===== src/sv/frsc_pkg.sv =====
// Shared types and constants for the frame receiver with sum check.
package frsc_pkg;

    localparam int BLOCK_BYTES = 256;
    localparam int WORD_BYTES  = 8;
    localparam int LANE_W      = $clog2(WORD_BYTES);
    localparam int LEN_W       = $clog2(BLOCK_BYTES + 1);
    localparam int RAM_DEPTH   = (BLOCK_BYTES + WORD_BYTES - 1) / WORD_BYTES;
    localparam int RAM_AW      = (RAM_DEPTH > 1) ? $clog2(RAM_DEPTH) : 1;
    localparam int WCNT_W      = $clog2(RAM_DEPTH + 1);

    localparam int TIMER_W     = 16;
    localparam int ADDR_W      = 32;
    localparam int WDATA_W     = 64;
    localparam int BE_W        = 8;
    localparam int IN_DATA_W   = 8;
    localparam int OUT_DATA_W  = ADDR_W + WDATA_W + BE_W;
    localparam int CFG_IDX_W   = 2;
    localparam int CFG_DATA_W  = 32;

    localparam logic [7:0]         START_BYTE    = 8'hAA;
    localparam logic [ADDR_W-1:0]  RESET_BASE    = 32'h0800_C800;
    localparam logic [TIMER_W-1:0] RESET_LEN_TO  = 16'd1000;
    localparam logic [TIMER_W-1:0] RESET_DATA_TO = 16'd1000;
    localparam logic [TIMER_W-1:0] RESET_CK_TO   = 16'd500;

    typedef enum logic [1:0] {
        KIND_ACK   = 2'd0,
        KIND_NACK  = 2'd1,
        KIND_WRITE = 2'd2,
        KIND_FINAL = 2'd3
    } kind_t;

    typedef enum logic [CFG_IDX_W-1:0] {
        CFG_BASE    = 2'd0,
        CFG_LEN_TO  = 2'd1,
        CFG_DATA_TO = 2'd2,
        CFG_CK_TO   = 2'd3
    } cfg_idx_t;

    typedef enum logic [9:0] {
        ST_HUNT    = 10'b00_0000_0001,
        ST_LEN_HI  = 10'b00_0000_0010,
        ST_LEN_LO  = 10'b00_0000_0100,
        ST_DATA    = 10'b00_0000_1000,
        ST_CK_HI   = 10'b00_0001_0000,
        ST_CK_LO   = 10'b00_0010_0000,
        ST_DONE    = 10'b00_0100_0000,
        ST_EMIT_RD = 10'b00_1000_0000,
        ST_EMIT_WR = 10'b01_0000_0000,
        ST_EMIT_AK = 10'b10_0000_0000
    } state_t;

    typedef struct packed {
        logic clr_timer;
        logic tick_timer;
        logic ld_len_hi;
        logic ld_len;
        logic data_byte;
        logic ld_ck_hi;
        logic clr_word;
        logic rd_word;
        logic out_nack;
        logic out_final;
        logic out_write;
        logic out_ack;
    } cmd_t;

    typedef struct packed {
        logic sof_hit;
        logic len_too_big;
        logic len_zero;
        logic data_last;
        logic sum_match;
        logic to_len;
        logic to_data;
        logic to_ck;
        logic emit_last;
        logic out_free;
    } sts_t;

endpackage


===== src/sv/frsc_ram.sv =====
// Generic single-port-write, registered-read RAM.
module frsc_ram #(
    parameter int WIDTH = 8,
    parameter int DEPTH = 2,
    localparam int AW = (DEPTH > 1) ? $clog2(DEPTH) : 1
) (
    input  logic             aclk,
    input  logic             wr_en,
    input  logic [AW-1:0]    wr_addr,
    input  logic [WIDTH-1:0] wr_data,
    input  logic             rd_en,
    input  logic [AW-1:0]    rd_addr,
    output logic [WIDTH-1:0] rd_data
);

    logic [WIDTH-1:0] mem_reg [DEPTH];

    always_ff @(posedge aclk) begin
        if (wr_en) begin
            mem_reg[wr_addr] <= wr_data;
        end
        if (rd_en) begin
            rd_data <= mem_reg[rd_addr];
        end
    end

endmodule


===== src/sv/frsc_ctrl.sv =====
// Frame receiver controller: phase state machine and input handshake.
module frsc_ctrl import frsc_pkg::*; (
    input  logic aclk,
    input  logic aresetn,
    input  logic s_tvalid,
    output logic s_tready,
    input  logic tick,
    input  sts_t sts,
    output cmd_t cmd
);

    state_t state_reg, state_next;
    logic   accept_ok;
    logic   acc;

    always_ff @(posedge aclk) begin
        if (!aresetn) begin
            state_reg <= ST_HUNT;
        end else begin
            state_reg <= state_next;
        end
    end

    always_comb begin
        case (state_reg)
            ST_HUNT, ST_LEN_HI, ST_LEN_LO, ST_DATA,
            ST_CK_HI, ST_CK_LO, ST_DONE: accept_ok = 1'b1;
            default:                     accept_ok = 1'b0;
        endcase
    end

    assign s_tready = accept_ok && sts.out_free;
    assign acc      = s_tvalid && s_tready;

    always_comb begin
        state_next = state_reg;
        cmd        = '0;
        case (state_reg)
            ST_HUNT: begin
                if (acc && !tick && sts.sof_hit) begin
                    cmd.clr_timer = 1'b1;
                    state_next    = ST_LEN_HI;
                end
            end
            ST_DONE: begin
            end
            ST_LEN_HI, ST_LEN_LO, ST_DATA, ST_CK_HI, ST_CK_LO: begin
                if (acc && tick) begin
                    cmd.tick_timer = 1'b1;
                    if (((state_reg == ST_LEN_HI || state_reg == ST_LEN_LO) && sts.to_len)
                        || (state_reg == ST_DATA && sts.to_data)
                        || ((state_reg == ST_CK_HI || state_reg == ST_CK_LO)
                            && sts.to_ck)) begin
                        cmd.clr_timer = 1'b1;
                        cmd.out_nack  = 1'b1;
                        state_next    = ST_HUNT;
                    end
                end else if (acc) begin
                    case (state_reg)
                        ST_LEN_HI: begin
                            cmd.ld_len_hi = 1'b1;
                            state_next    = ST_LEN_LO;
                        end
                        ST_LEN_LO: begin
                            cmd.clr_timer = 1'b1;
                            if (sts.len_too_big) begin
                                cmd.out_nack = 1'b1;
                                state_next   = ST_HUNT;
                            end else if (sts.len_zero) begin
                                cmd.out_final = 1'b1;
                                state_next    = ST_DONE;
                            end else begin
                                cmd.ld_len = 1'b1;
                                state_next = ST_DATA;
                            end
                        end
                        ST_DATA: begin
                            cmd.data_byte = 1'b1;
                            if (sts.data_last) begin
                                cmd.clr_timer = 1'b1;
                                state_next    = ST_CK_HI;
                            end
                        end
                        ST_CK_HI: begin
                            cmd.ld_ck_hi = 1'b1;
                            state_next   = ST_CK_LO;
                        end
                        default: begin
                            cmd.clr_timer = 1'b1;
                            if (sts.sum_match) begin
                                cmd.clr_word = 1'b1;
                                state_next   = ST_EMIT_RD;
                            end else begin
                                cmd.out_nack = 1'b1;
                                state_next   = ST_HUNT;
                            end
                        end
                    endcase
                end
            end
            ST_EMIT_RD: begin
                cmd.rd_word = 1'b1;
                state_next  = ST_EMIT_WR;
            end
            ST_EMIT_WR: begin
                if (sts.out_free) begin
                    cmd.out_write = 1'b1;
                    state_next    = sts.emit_last ? ST_EMIT_AK : ST_EMIT_RD;
                end
            end
            ST_EMIT_AK: begin
                if (sts.out_free) begin
                    cmd.out_ack = 1'b1;
                    state_next  = ST_HUNT;
                end
            end
            default: begin
                state_next = ST_HUNT;
            end
        endcase
    end

endmodule


===== src/sv/frsc_dp.sv =====
// Frame receiver datapath: registers, timer, sum, word packing and result register.
module frsc_dp import frsc_pkg::*; (
    input  logic                  aclk,
    input  logic                  aresetn,
    input  logic [7:0]            rx_byte,
    input  cmd_t                  cmd,
    output sts_t                  sts,
    input  logic                  cfg_wr,
    input  logic [CFG_IDX_W-1:0]  cfg_index,
    input  logic [CFG_DATA_W-1:0] cfg_data,
    output logic                  m_tvalid,
    input  logic                  m_tready,
    output logic [OUT_DATA_W-1:0] m_tdata,
    output logic [1:0]            m_tuser,
    output logic                  m_tlast
);

    logic [TIMER_W-1:0] len_to_reg;
    logic [TIMER_W-1:0] data_to_reg;
    logic [TIMER_W-1:0] ck_to_reg;

    logic [TIMER_W-1:0] timer_reg;
    logic [7:0]         len_hi_reg;
    logic [LEN_W-1:0]   blk_len_reg;
    logic [LEN_W-1:0]   count_reg;
    logic [15:0]        sum_reg;
    logic [7:0]         ck_hi_reg;
    logic [ADDR_W-1:0]  next_addr_reg;
    logic [WDATA_W-1:0] word_reg;
    logic [WCNT_W-1:0]  wcnt_reg;

    logic               out_valid_reg;
    kind_t              out_kind_reg;
    logic [ADDR_W-1:0]  out_addr_reg;
    logic [WDATA_W-1:0] out_data_reg;
    logic [BE_W-1:0]    out_be_reg;
    logic               out_last_reg;

    logic [TIMER_W-1:0] timer_next;
    logic [15:0]        len_word;
    logic [LANE_W-1:0]  lane;
    logic [WDATA_W-1:0] word_next;
    logic               ram_wr;
    logic [RAM_AW-1:0]  ram_wr_addr;
    logic [WDATA_W-1:0] ram_rd_data;
    logic [WCNT_W-1:0]  nwords;
    logic [LEN_W-1:0]   word_off;
    logic [LEN_W-1:0]   remain;
    logic [BE_W-1:0]    be_val;
    logic               load_out;

    assign timer_next  = (timer_reg == '1) ? timer_reg : timer_reg + 1'b1;
    assign len_word    = {len_hi_reg, rx_byte};
    assign lane        = count_reg[LANE_W-1:0];
    assign word_next   = (lane == '0) ? WDATA_W'(rx_byte)
                                      : word_reg | (WDATA_W'(rx_byte) << {lane, 3'b000});
    assign ram_wr      = cmd.data_byte && ((lane == LANE_W'(WORD_BYTES - 1)) || sts.data_last);
    assign ram_wr_addr = RAM_AW'(count_reg >> LANE_W);
    assign nwords      = WCNT_W'(((LEN_W + 1)'(blk_len_reg) + (LEN_W + 1)'(WORD_BYTES - 1))
                                 >> LANE_W);
    assign word_off    = LEN_W'({wcnt_reg, {LANE_W{1'b0}}});
    assign remain      = blk_len_reg - word_off;
    assign be_val      = (remain >= LEN_W'(WORD_BYTES)) ? '1
                       : BE_W'((16'd1 << remain[LANE_W:0]) - 16'd1);
    assign load_out    = cmd.out_nack || cmd.out_final || cmd.out_write || cmd.out_ack;

    always_comb begin
        sts.sof_hit     = (rx_byte == START_BYTE);
        sts.len_too_big = (len_word > 16'(BLOCK_BYTES));
        sts.len_zero    = (len_word == '0);
        sts.data_last   = (count_reg + 1'b1 == blk_len_reg);
        sts.sum_match   = ({ck_hi_reg, rx_byte} == sum_reg);
        sts.to_len      = (timer_next >= len_to_reg);
        sts.to_data     = (timer_next >= data_to_reg);
        sts.to_ck       = (timer_next >= ck_to_reg);
        sts.emit_last   = (wcnt_reg + 1'b1 == nwords);
        sts.out_free    = !out_valid_reg || m_tready;
    end

    frsc_ram #(
        .WIDTH (WDATA_W),
        .DEPTH (RAM_DEPTH)
    ) u_buf (
        .aclk    (aclk),
        .wr_en   (ram_wr),
        .wr_addr (ram_wr_addr),
        .wr_data (word_next),
        .rd_en   (cmd.rd_word),
        .rd_addr (RAM_AW'(wcnt_reg)),
        .rd_data (ram_rd_data)
    );

    always_ff @(posedge aclk) begin
        if (!aresetn) begin
            len_to_reg    <= RESET_LEN_TO;
            data_to_reg   <= RESET_DATA_TO;
            ck_to_reg     <= RESET_CK_TO;
            next_addr_reg <= RESET_BASE;
            timer_reg     <= '0;
            len_hi_reg    <= '0;
            blk_len_reg   <= '0;
            count_reg     <= '0;
            sum_reg       <= '0;
            ck_hi_reg     <= '0;
            wcnt_reg      <= '0;
            out_valid_reg <= 1'b0;
        end else begin
            if (cfg_wr) begin
                case (cfg_idx_t'(cfg_index))
                    CFG_BASE:    next_addr_reg <= cfg_data;
                    CFG_LEN_TO:  len_to_reg    <= TIMER_W'(cfg_data);
                    CFG_DATA_TO: data_to_reg   <= TIMER_W'(cfg_data);
                    CFG_CK_TO:   ck_to_reg     <= TIMER_W'(cfg_data);
                    default: begin
                    end
                endcase
            end
            if (cmd.clr_timer) begin
                timer_reg <= '0;
            end else if (cmd.tick_timer) begin
                timer_reg <= timer_next;
            end
            if (cmd.ld_len_hi) begin
                len_hi_reg <= rx_byte;
            end
            if (cmd.ld_len) begin
                blk_len_reg <= LEN_W'(len_word);
                count_reg   <= '0;
                sum_reg     <= '0;
            end
            if (cmd.data_byte) begin
                count_reg <= count_reg + 1'b1;
                sum_reg   <= sum_reg + 16'(rx_byte);
            end
            if (cmd.ld_ck_hi) begin
                ck_hi_reg <= rx_byte;
            end
            if (cmd.clr_word) begin
                wcnt_reg <= '0;
            end else if (cmd.out_write) begin
                wcnt_reg <= wcnt_reg + 1'b1;
            end
            if (cmd.out_ack) begin
                next_addr_reg <= next_addr_reg + ADDR_W'(blk_len_reg);
            end
            if (load_out) begin
                out_valid_reg <= 1'b1;
            end else if (m_tready) begin
                out_valid_reg <= 1'b0;
            end
        end
    end

    always_ff @(posedge aclk) begin
        if (cmd.data_byte) begin
            word_reg <= word_next;
        end
        if (load_out) begin
            out_addr_reg <= '0;
            out_data_reg <= '0;
            out_be_reg   <= '0;
            out_last_reg <= 1'b1;
            if (cmd.out_write) begin
                out_kind_reg <= KIND_WRITE;
                out_addr_reg <= next_addr_reg + ADDR_W'(word_off);
                out_data_reg <= ram_rd_data;
                out_be_reg   <= be_val;
                out_last_reg <= 1'b0;
            end else if (cmd.out_ack) begin
                out_kind_reg <= KIND_ACK;
            end else if (cmd.out_final) begin
                out_kind_reg <= KIND_FINAL;
            end else begin
                out_kind_reg <= KIND_NACK;
            end
        end
    end

    assign m_tvalid = out_valid_reg;
    assign m_tdata  = {out_be_reg, out_data_reg, out_addr_reg};
    assign m_tuser  = out_kind_reg;
    assign m_tlast  = out_last_reg;

endmodule


===== src/sv/frame_receiver_with_sum_check_top.sv =====
// Output: a single result is registered and shown in the cycle after the input transfer that
// produces it. After a matching checksum the buffer is read one 64-bit word at a time, each
// word by a RAM read and then a result load, so a block of L bytes gives ceil(L/8) write words
// and then an ACK; a stalled output holds the write-out.
// Throughput: one input transfer per cycle outside the write-out while the output is not stalled, none during it.
// Reset: synchronous active-low aresetn; the data buffer is not cleared.
module frame_receiver_with_sum_check_top import frsc_pkg::*; (
    input  logic                  aclk,
    input  logic                  aresetn,
    input  logic                  s_tvalid,
    output logic                  s_tready,
    input  logic [IN_DATA_W-1:0]  s_tdata,   // [7:0] rx_byte
    input  logic [0:0]            s_tuser,   // [0] tick
    output logic                  m_tvalid,
    input  logic                  m_tready,
    output logic [OUT_DATA_W-1:0] m_tdata,   // [31:0] write_address, [95:32] write_data,
                                             // [103:96] byte_enable
    output logic [1:0]            m_tuser,   // [1:0] kind
    output logic                  m_tlast,
    input  logic                  cfg_valid,
    output logic                  cfg_ready,
    input  logic [CFG_IDX_W-1:0]  cfg_index,
    input  logic [CFG_DATA_W-1:0] cfg_data
);

    cmd_t cmd;
    sts_t sts;

    assign cfg_ready = 1'b1;

    frsc_ctrl u_ctrl (
        .aclk     (aclk),
        .aresetn  (aresetn),
        .s_tvalid (s_tvalid),
        .s_tready (s_tready),
        .tick     (s_tuser[0]),
        .sts      (sts),
        .cmd      (cmd)
    );

    frsc_dp u_dp (
        .aclk      (aclk),
        .aresetn   (aresetn),
        .rx_byte   (s_tdata),
        .cmd       (cmd),
        .sts       (sts),
        .cfg_wr    (cfg_valid && cfg_ready),
        .cfg_index (cfg_index),
        .cfg_data  (cfg_data),
        .m_tvalid  (m_tvalid),
        .m_tready  (m_tready),
        .m_tdata   (m_tdata),
        .m_tuser   (m_tuser),
        .m_tlast   (m_tlast)
    );

endmodule


===== config.mk =====
export PLATFORM = sky130hd
export DESIGN_NAME = frame_receiver_with_sum_check_top
export DESIGN_NICKNAME = d
export VERILOG_FILES = /design/src/sv/frsc_pkg.sv /design/src/sv/frsc_ram.sv /design/src/sv/frsc_ctrl.sv /design/src/sv/frsc_dp.sv /design/src/sv/frame_receiver_with_sum_check_top.sv
export SDC_FILE = /design/constraint.sdc
export NUM_CORES = 2
export LEC_CHECK = 0
export BUFFER_PORTS_ARGS = -buffer_cell sky130_fd_sc_hd__buf_2
export CAP_MARGIN = 10
export CORE_ASPECT_RATIO = 2
export CORE_MARGIN = 4
export CORE_UTILIZATION = 40
export CTS_BUF_LIST = sky130_fd_sc_hd__clkbuf_8 sky130_fd_sc_hd__clkbuf_16
export DETAILED_ROUTE_END_ITERATION = 10
export GPL_ROUTABILITY_DRIVEN = 1
export MAX_ROUTING_LAYER = met4
export SETUP_SLACK_MARGIN = 0.02
export SYNTH_ARGS = -nofsm -noshare
export SYNTH_HDL_FRONTEND = slang
export SYNTH_HIERARCHICAL = 1
export SYNTH_SLANG_ARGS = --single-unit
export TNS_END_PERCENT = 30

===== constraint.sdc =====
create_clock -name aclk -period 11.5 [get_ports aclk]
set_input_delay 0.575 -clock aclk [delete_from_list [all_inputs] [get_ports aclk]]
set_output_delay 0.575 -clock aclk [all_outputs]
set_load 0.1 [all_outputs]

# == Word level (Yosys, flattened, before mapping) ==
# Memory sizes are Yosys's and may differ from the RTL's. A register that Yosys moved wholly into a read port is not among the register bits.
# Cells that the tools add are included.
# totals
ff_bits,334
ramBits,2048
input_bits,48
output_inout_bits,110
wordCells,169
n_memories,1
# classes
n_addsub,9
magnitude_cmp,5
eq_ne,25
shifts,2
n_mux,64
bitwise_logic,3
reduce_logical,40
# memory_table
name,depth,width,rd,rd_clocked_by_memory_dff,wr,line_no,rtl
u_dp.u_buf.mem_reg,32,64,1,1,1,frsc_ram.sv:16,logic [WIDTH-1:0] mem_reg [DEPTH];
# op_table
op,n
32-bit 2-to-1 mux,3
10-bit 2-to-1 mux,8
32-bit by 9-bit adder with 32-bit output,2
64-bit 2-to-1 mux,1
64-bit bitwise OR,1
8-bit by 6-bit << shifter with 64-bit output,1
10-bit case mux with 6 select lines,1
16-bit greater-or-equal comparator,3
16-bit 2-to-1 mux,3
10-bit case mux with 4 select lines,1
1-bit 2-to-1 mux,31
9-bit 2-to-1 mux,2
16-bit by 1-bit adder with 16-bit output (second input constant),1
16-bit by 8-bit adder with 16-bit output,1
16-bit == test,1
16-bit == test (second input constant),1
16-bit by 9-bit greater-than comparator with 1-bit output (second input constant),1
16-bit zero test,1
8-bit 2-to-1 mux,2
7-bit 2-to-1 mux,2
10-bit by 1-bit == test with 1-bit output (second input constant),1
10-bit == test (second input constant),1
10-bit by 2-bit == test with 1-bit output (second input constant),1
10-bit by 3-bit == test with 1-bit output (second input constant),1
other kinds (41),77

# == Depth between registers and ports, before layout ==
# logic_depth
ltp_word,13
mapped_depth,21
mapped_depth_nobuf,18

# == By module ==
# Netlist, hierarchy kept.
# by_module_without_submodules
mod,n_inst,cells_each,area_per_inst_um2,seq_area_each_um2
frsc_ram,1,3096,79605.1,63420.8
frsc_dp,1,1716,16945.0,8197.9
frsc_ctrl,1,137,1018.5,200.2
frame_receiver_with_sum_check_top,1,2,11.3,0.0

# == Worst setup path after synthesis ==
# Ideal clock, no wire load.
# synth_timing
path_kind,register -> register
from,register u_ctrl.state_reg[5]
to,"memory u_dp/u_buf/mem_reg[28][0] (netlist name), enable pin"
setup_time_ps,487
arrival_ps,8587
t_required_ps,11013
path_slack_ps,2427
stages_incl_launch_ff,14
path_buffers,4
period_less_slack_ps,9073
path_cell_list,dfxtp_1 buf_2 or4_1 a21oi_1 o21ai_1 nand2_1 nand2_1 nor2_1 clkbuf_1 clkbuf_1 o21a_1 or3b_2 clkbuf_1 nor2_1
# synth_lines
item,line_no,rtl
"start, declared",frsc_ctrl.sv:12,"state_t state_reg, state_next;"
"start signal, assigned",frsc_ctrl.sv:20,state_reg <= state_next;
"end, declared",frsc_ram.sv:16,

==> results.py <==
metrics = {
    "status": {
        "outcome": "finished, final reports clean",
    },
    "critical_path": {
        "rrSetupSlack_ns": 5.57,
        "cp_top_family": "simple AND/OR/NAND/NOR gates",
        "critPathSlowestCell": "nor2_4",
        "required_ns": 11.98,
        "start_kind": "register",
        "max_stage_delay_ns": 0.86,
        "end_kind": "register",
        "cp_max_fo": 29,
        "critical_path_class": "reg2reg",
        "cp.arrival_ns": 6.41,
        "crit_top_cell": "buf_4",
        "cp_cell_sequence": "and3_1 > o2111ai_1 > or4_1 > nor3_2 > o21a_1 > nand3b_1 > nor2_4 > buf_4 > buf_4",
        "cp_num_buf_inv": 2,
    },
    "floorplan": {
        "dieArea_sq_mm": 0.252,
        "io_pins": 158,
        "fp.dieH_um": 706,
        "core_sq_mm": 0.243,
        "die_x_um": 357,
        "initial_utilization": 0.402,
        "num_rows": 256,
    },
    "sta": {
        "worst_clock_skew_ns": 0.0403,
        "rsz0062_at_grt": "no",
        "fin_crit_ns": 5.93,
        "finalSetupViolCount": 0,
        "drv_slew": 0,
        "tns_ns": 0,
        "max_freq_mhz": 169,
        "finalHoldViolCount": 0,
        "period_share": 0.515,
        "relSlewSlack": 0.162,
        "tightest_slew_ns": 1.26,
    },
    "drt": {
        "drtIter0Drc": 5058,
        "vias_per_cell": 5.76,
        "wire_per_inst_um": 30.3,
        "via_count": 49400,
        "ant_nets": 0,
        "drt_wl_total_um": 261000,
        "dr.pass1.iters": 6,
        "route.detailed.drc": 0,
    },
    "power": {
        "ir_drop_mv": 0.148,
        "pwr-share-seq": 0.568,
        "leakage_nw": 34.3,
        "switching_share": 0.197,
        "p_int_mw": 13.6,
        "p_clk_frac": 0.425,
        "pwr-share-comb": 0.007,
        "total_power_mw": 16.9,
        "p_per_area_mw_per_mm2": 154,
        "switchingPower_mw": 3.33,
    },
    "clock_network": {
        "htreeDepth": 4,
        "cts_root_buffer": "clkbuf_16",
        "cts_max_path_buffers": 4,
        "cts.sinks": 2446,
        "cts_setup_buffers": 0,
        "clk_latency_ns": 0.87,
        "cts_tree": "done",
        "clkTransAtPathRegs_ns": 0.07,
        "cts_buffers": 208,
    },
    "min_path": {
        "hold_path_class": "in2reg",
    },
    "layout": {
        "layout.nets": 5326,
        "drive_gt1_frac": 0.262,
        "instances_no_fill": 8588,
        "syn2layout_area_growth_pct": 12.4,
        "largest_reg_flops": 2048,
    },
    "logic_synthesis": {
        "synth_edf_count": 2283,
        "ys.flop_type": "edfxtp_1",
        "yosys.area_share.simple": 0.0391,
        "synthArstFlopShare": 0,
        "syn-cell-area_sq_mm": 0.0976,
        "ys_types": 89,
        "seq_area_frac_synth": 0.736,
        "ys_seq_elements": 2446,
        "synth_xor_area_frac": 0.00880,
        "yosysWarnings": 6,
        "synth-compound-area-share": 0.0309,
        "synth_area_per_cell_sq_um": 19.7,
        "synth_top_family_by_area": "multiplexers",
        "syn_inst": 4951,
        "yosys-mux-area-fraction": 0.158,
        "synth_fp_nets": 5085,
        "synth_adder_area_share": 0.0113,
    },
    "global_routing": {
        "grt_antenna_before_repair": 6,
        "grt_max_degree": 133,
        "track_usage": 0.211,
        "grt_pass1_wl_um": 373000,
        "overflow": 0,
        "grt_pass1_vias": 50900,
    },
    "flow_run": {
        "maxCapViolations": 0,
    },
    "placement": {
        "hpwl_um": 146000,
        "dp.cells": 8188,
        "port_buffers": 156,
        "place.gp.congestion": 0.887,
    },
}
==> routing by layer <==
layer	global-route usage	vias up	routed length, um
met3	0.0234	449	13900
met2	0.382	1735	144000
met5	-	-	0
met1	0.244	26600	93800
met4	0.0693	0	9290
li1	-	20700	-
==> Yosys cell counts, types with 20 or more instances <==
library cell | count | area share
a21o_1 | 34 | 0.0026
a21oi_1 | 149 | 0.0076
a22o_1 | 40 | 0.0036
and2_1 | 81 | 0.0052
and3_1 | 21 | 0.0013
buf_1 | 30 | 0.0012
buf_2 | 76 | 0.0039
clkbuf_1 | 145 | 0.0056
dfxtp_1 | 163 | 0.033
edfxtp_1 | 2283 | 0.70
ha_1 | 82 | 0.011
inv_1 | 82 | 0.0032
mux2_2 | 88 | 0.010
mux2i_1 | 87 | 0.0089
mux4_2 | 602 | 0.14
nand2_1 | 169 | 0.0065
nand2b_1 | 25 | 0.0016
nand3_1 | 46 | 0.0024
nand4_1 | 37 | 0.0024
nor2_1 | 206 | 0.0079
nor2b_1 | 20 | 0.0013
nor3_1 | 33 | 0.0017
o211ai_1 | 29 | 0.0022
o21ai_0 | 56 | 0.0029
xnor2_1 | 61 | 0.0055
xor2_1 | 37 | 0.0033
==> cell families after synthesis <==
family	after synthesis
buffers and inverters	357
AOI/OAI and AO/OA	447
and+or+nand+nor	739
xor gates and xnor gates	98
muxes	777
adders and majority gates	86
DFF	2446
other	1
==> power groups by stage <==
stage	Clock, mW	Sequential, mW	Combinational, mW
detailed placement	0	9.80	0.120
floorplan	0	9.80	0.0665
global placement	0	9.80	0.118
finish	7.18	9.60	0.123
global route	7.69	9.60	0.132
CTS	7.35	9.60	0.123
==> cell usage in the layout (no fill, tap or decap), types with 18 or more instances in the layout <==
cell       instances
and3_1            21
a22o_1            39
buf_2            156
clkinv_1          37
and2_1            80
bufinv_16         26
nor2_4            33
nor2b_1           19
o211ai_1          29
mux2_2            88
a21o_1            34
nand2b_1          24
a211oi_1          18
mux4_2           602
nor3_1            32
nand3_1           46
edfxtp_1        2283
nand2_1          168
mux2i_1           87
xor2_1            37
nand4_1           37
dfxtp_1          158
o21ai_0           56
nor2_2            23
nor2_1           150
xnor2_1           61
inv_1            109
clkinv_2          38
ha_1              82
clkbuf_16        212
a21oi_1          149
buf_4            126
==> area by class of cell <==
cell class / count / area, sq um
diodes: 8 / 20.0
clock buffers: 215 / 5350
clock inverters: 158 / 1470
fillers: 20500 / 133000
inverters: 83 / 312
multi-input cells: 2148 / 24600
flip-flops and latches: 2446 / 71800
well taps: 3225 / 4040
repair buffers: 305 / 2080
==> metrics by stage <==
stage               hold slack (ns)  setup WS, ns  instance area, sq um   util
floorplan                     0.436          2.43                 97600      -
global placement              0.445          5.67                103000  0.422
detailed placement            0.450          5.55                103000  0.422
CTS                         0.00866          5.54                109000  0.451
global route                 0.0485          5.27                110000  0.452
finish                       0.0667          5.57                110000  0.452
==> worst register-to-register path: cells and delay by family (launching register included) <==
kind	cells	cell delay, ns
AO/OA/AOI/OAI	2	0.51
flip-flops	1	0.65
buffers and inverters	2	1.29
AND/OR/NAND/NOR	5	3.07
==> what timing repair did <==
item	4_1_cts	5_1_grt
endpoints found under the hold margin	21	0
gates resized for setup	0	0
hold buffers	9	0
==> worst paths after layout <==
| kind | endpoint | depth (start not counted) | from |
|---|---|---|---|
| setup / recovery | u_dp/u_buf/mem_reg[10][50]$_DFFE_PP_ | 9 | u_dp/count_reg[2]$_SDFFE_PN0P_ |
| hold / removal | u_dp/data_to_reg[14]$_SDFFE_PN0P_ | 3 | cfg_data[14] |
| setup reg to reg | u_dp/u_buf/mem_reg[10][50]$_DFFE_PP_ | 9 | u_dp/count_reg[2]$_SDFFE_PN0P_ |
| hold reg to reg | u_dp/len_to_reg[14]$_SDFFE_PN0P_ | 2 | u_dp/len_to_reg[14]$_SDFFE_PN0P_ |
Power figures use the tool's default switching activity.
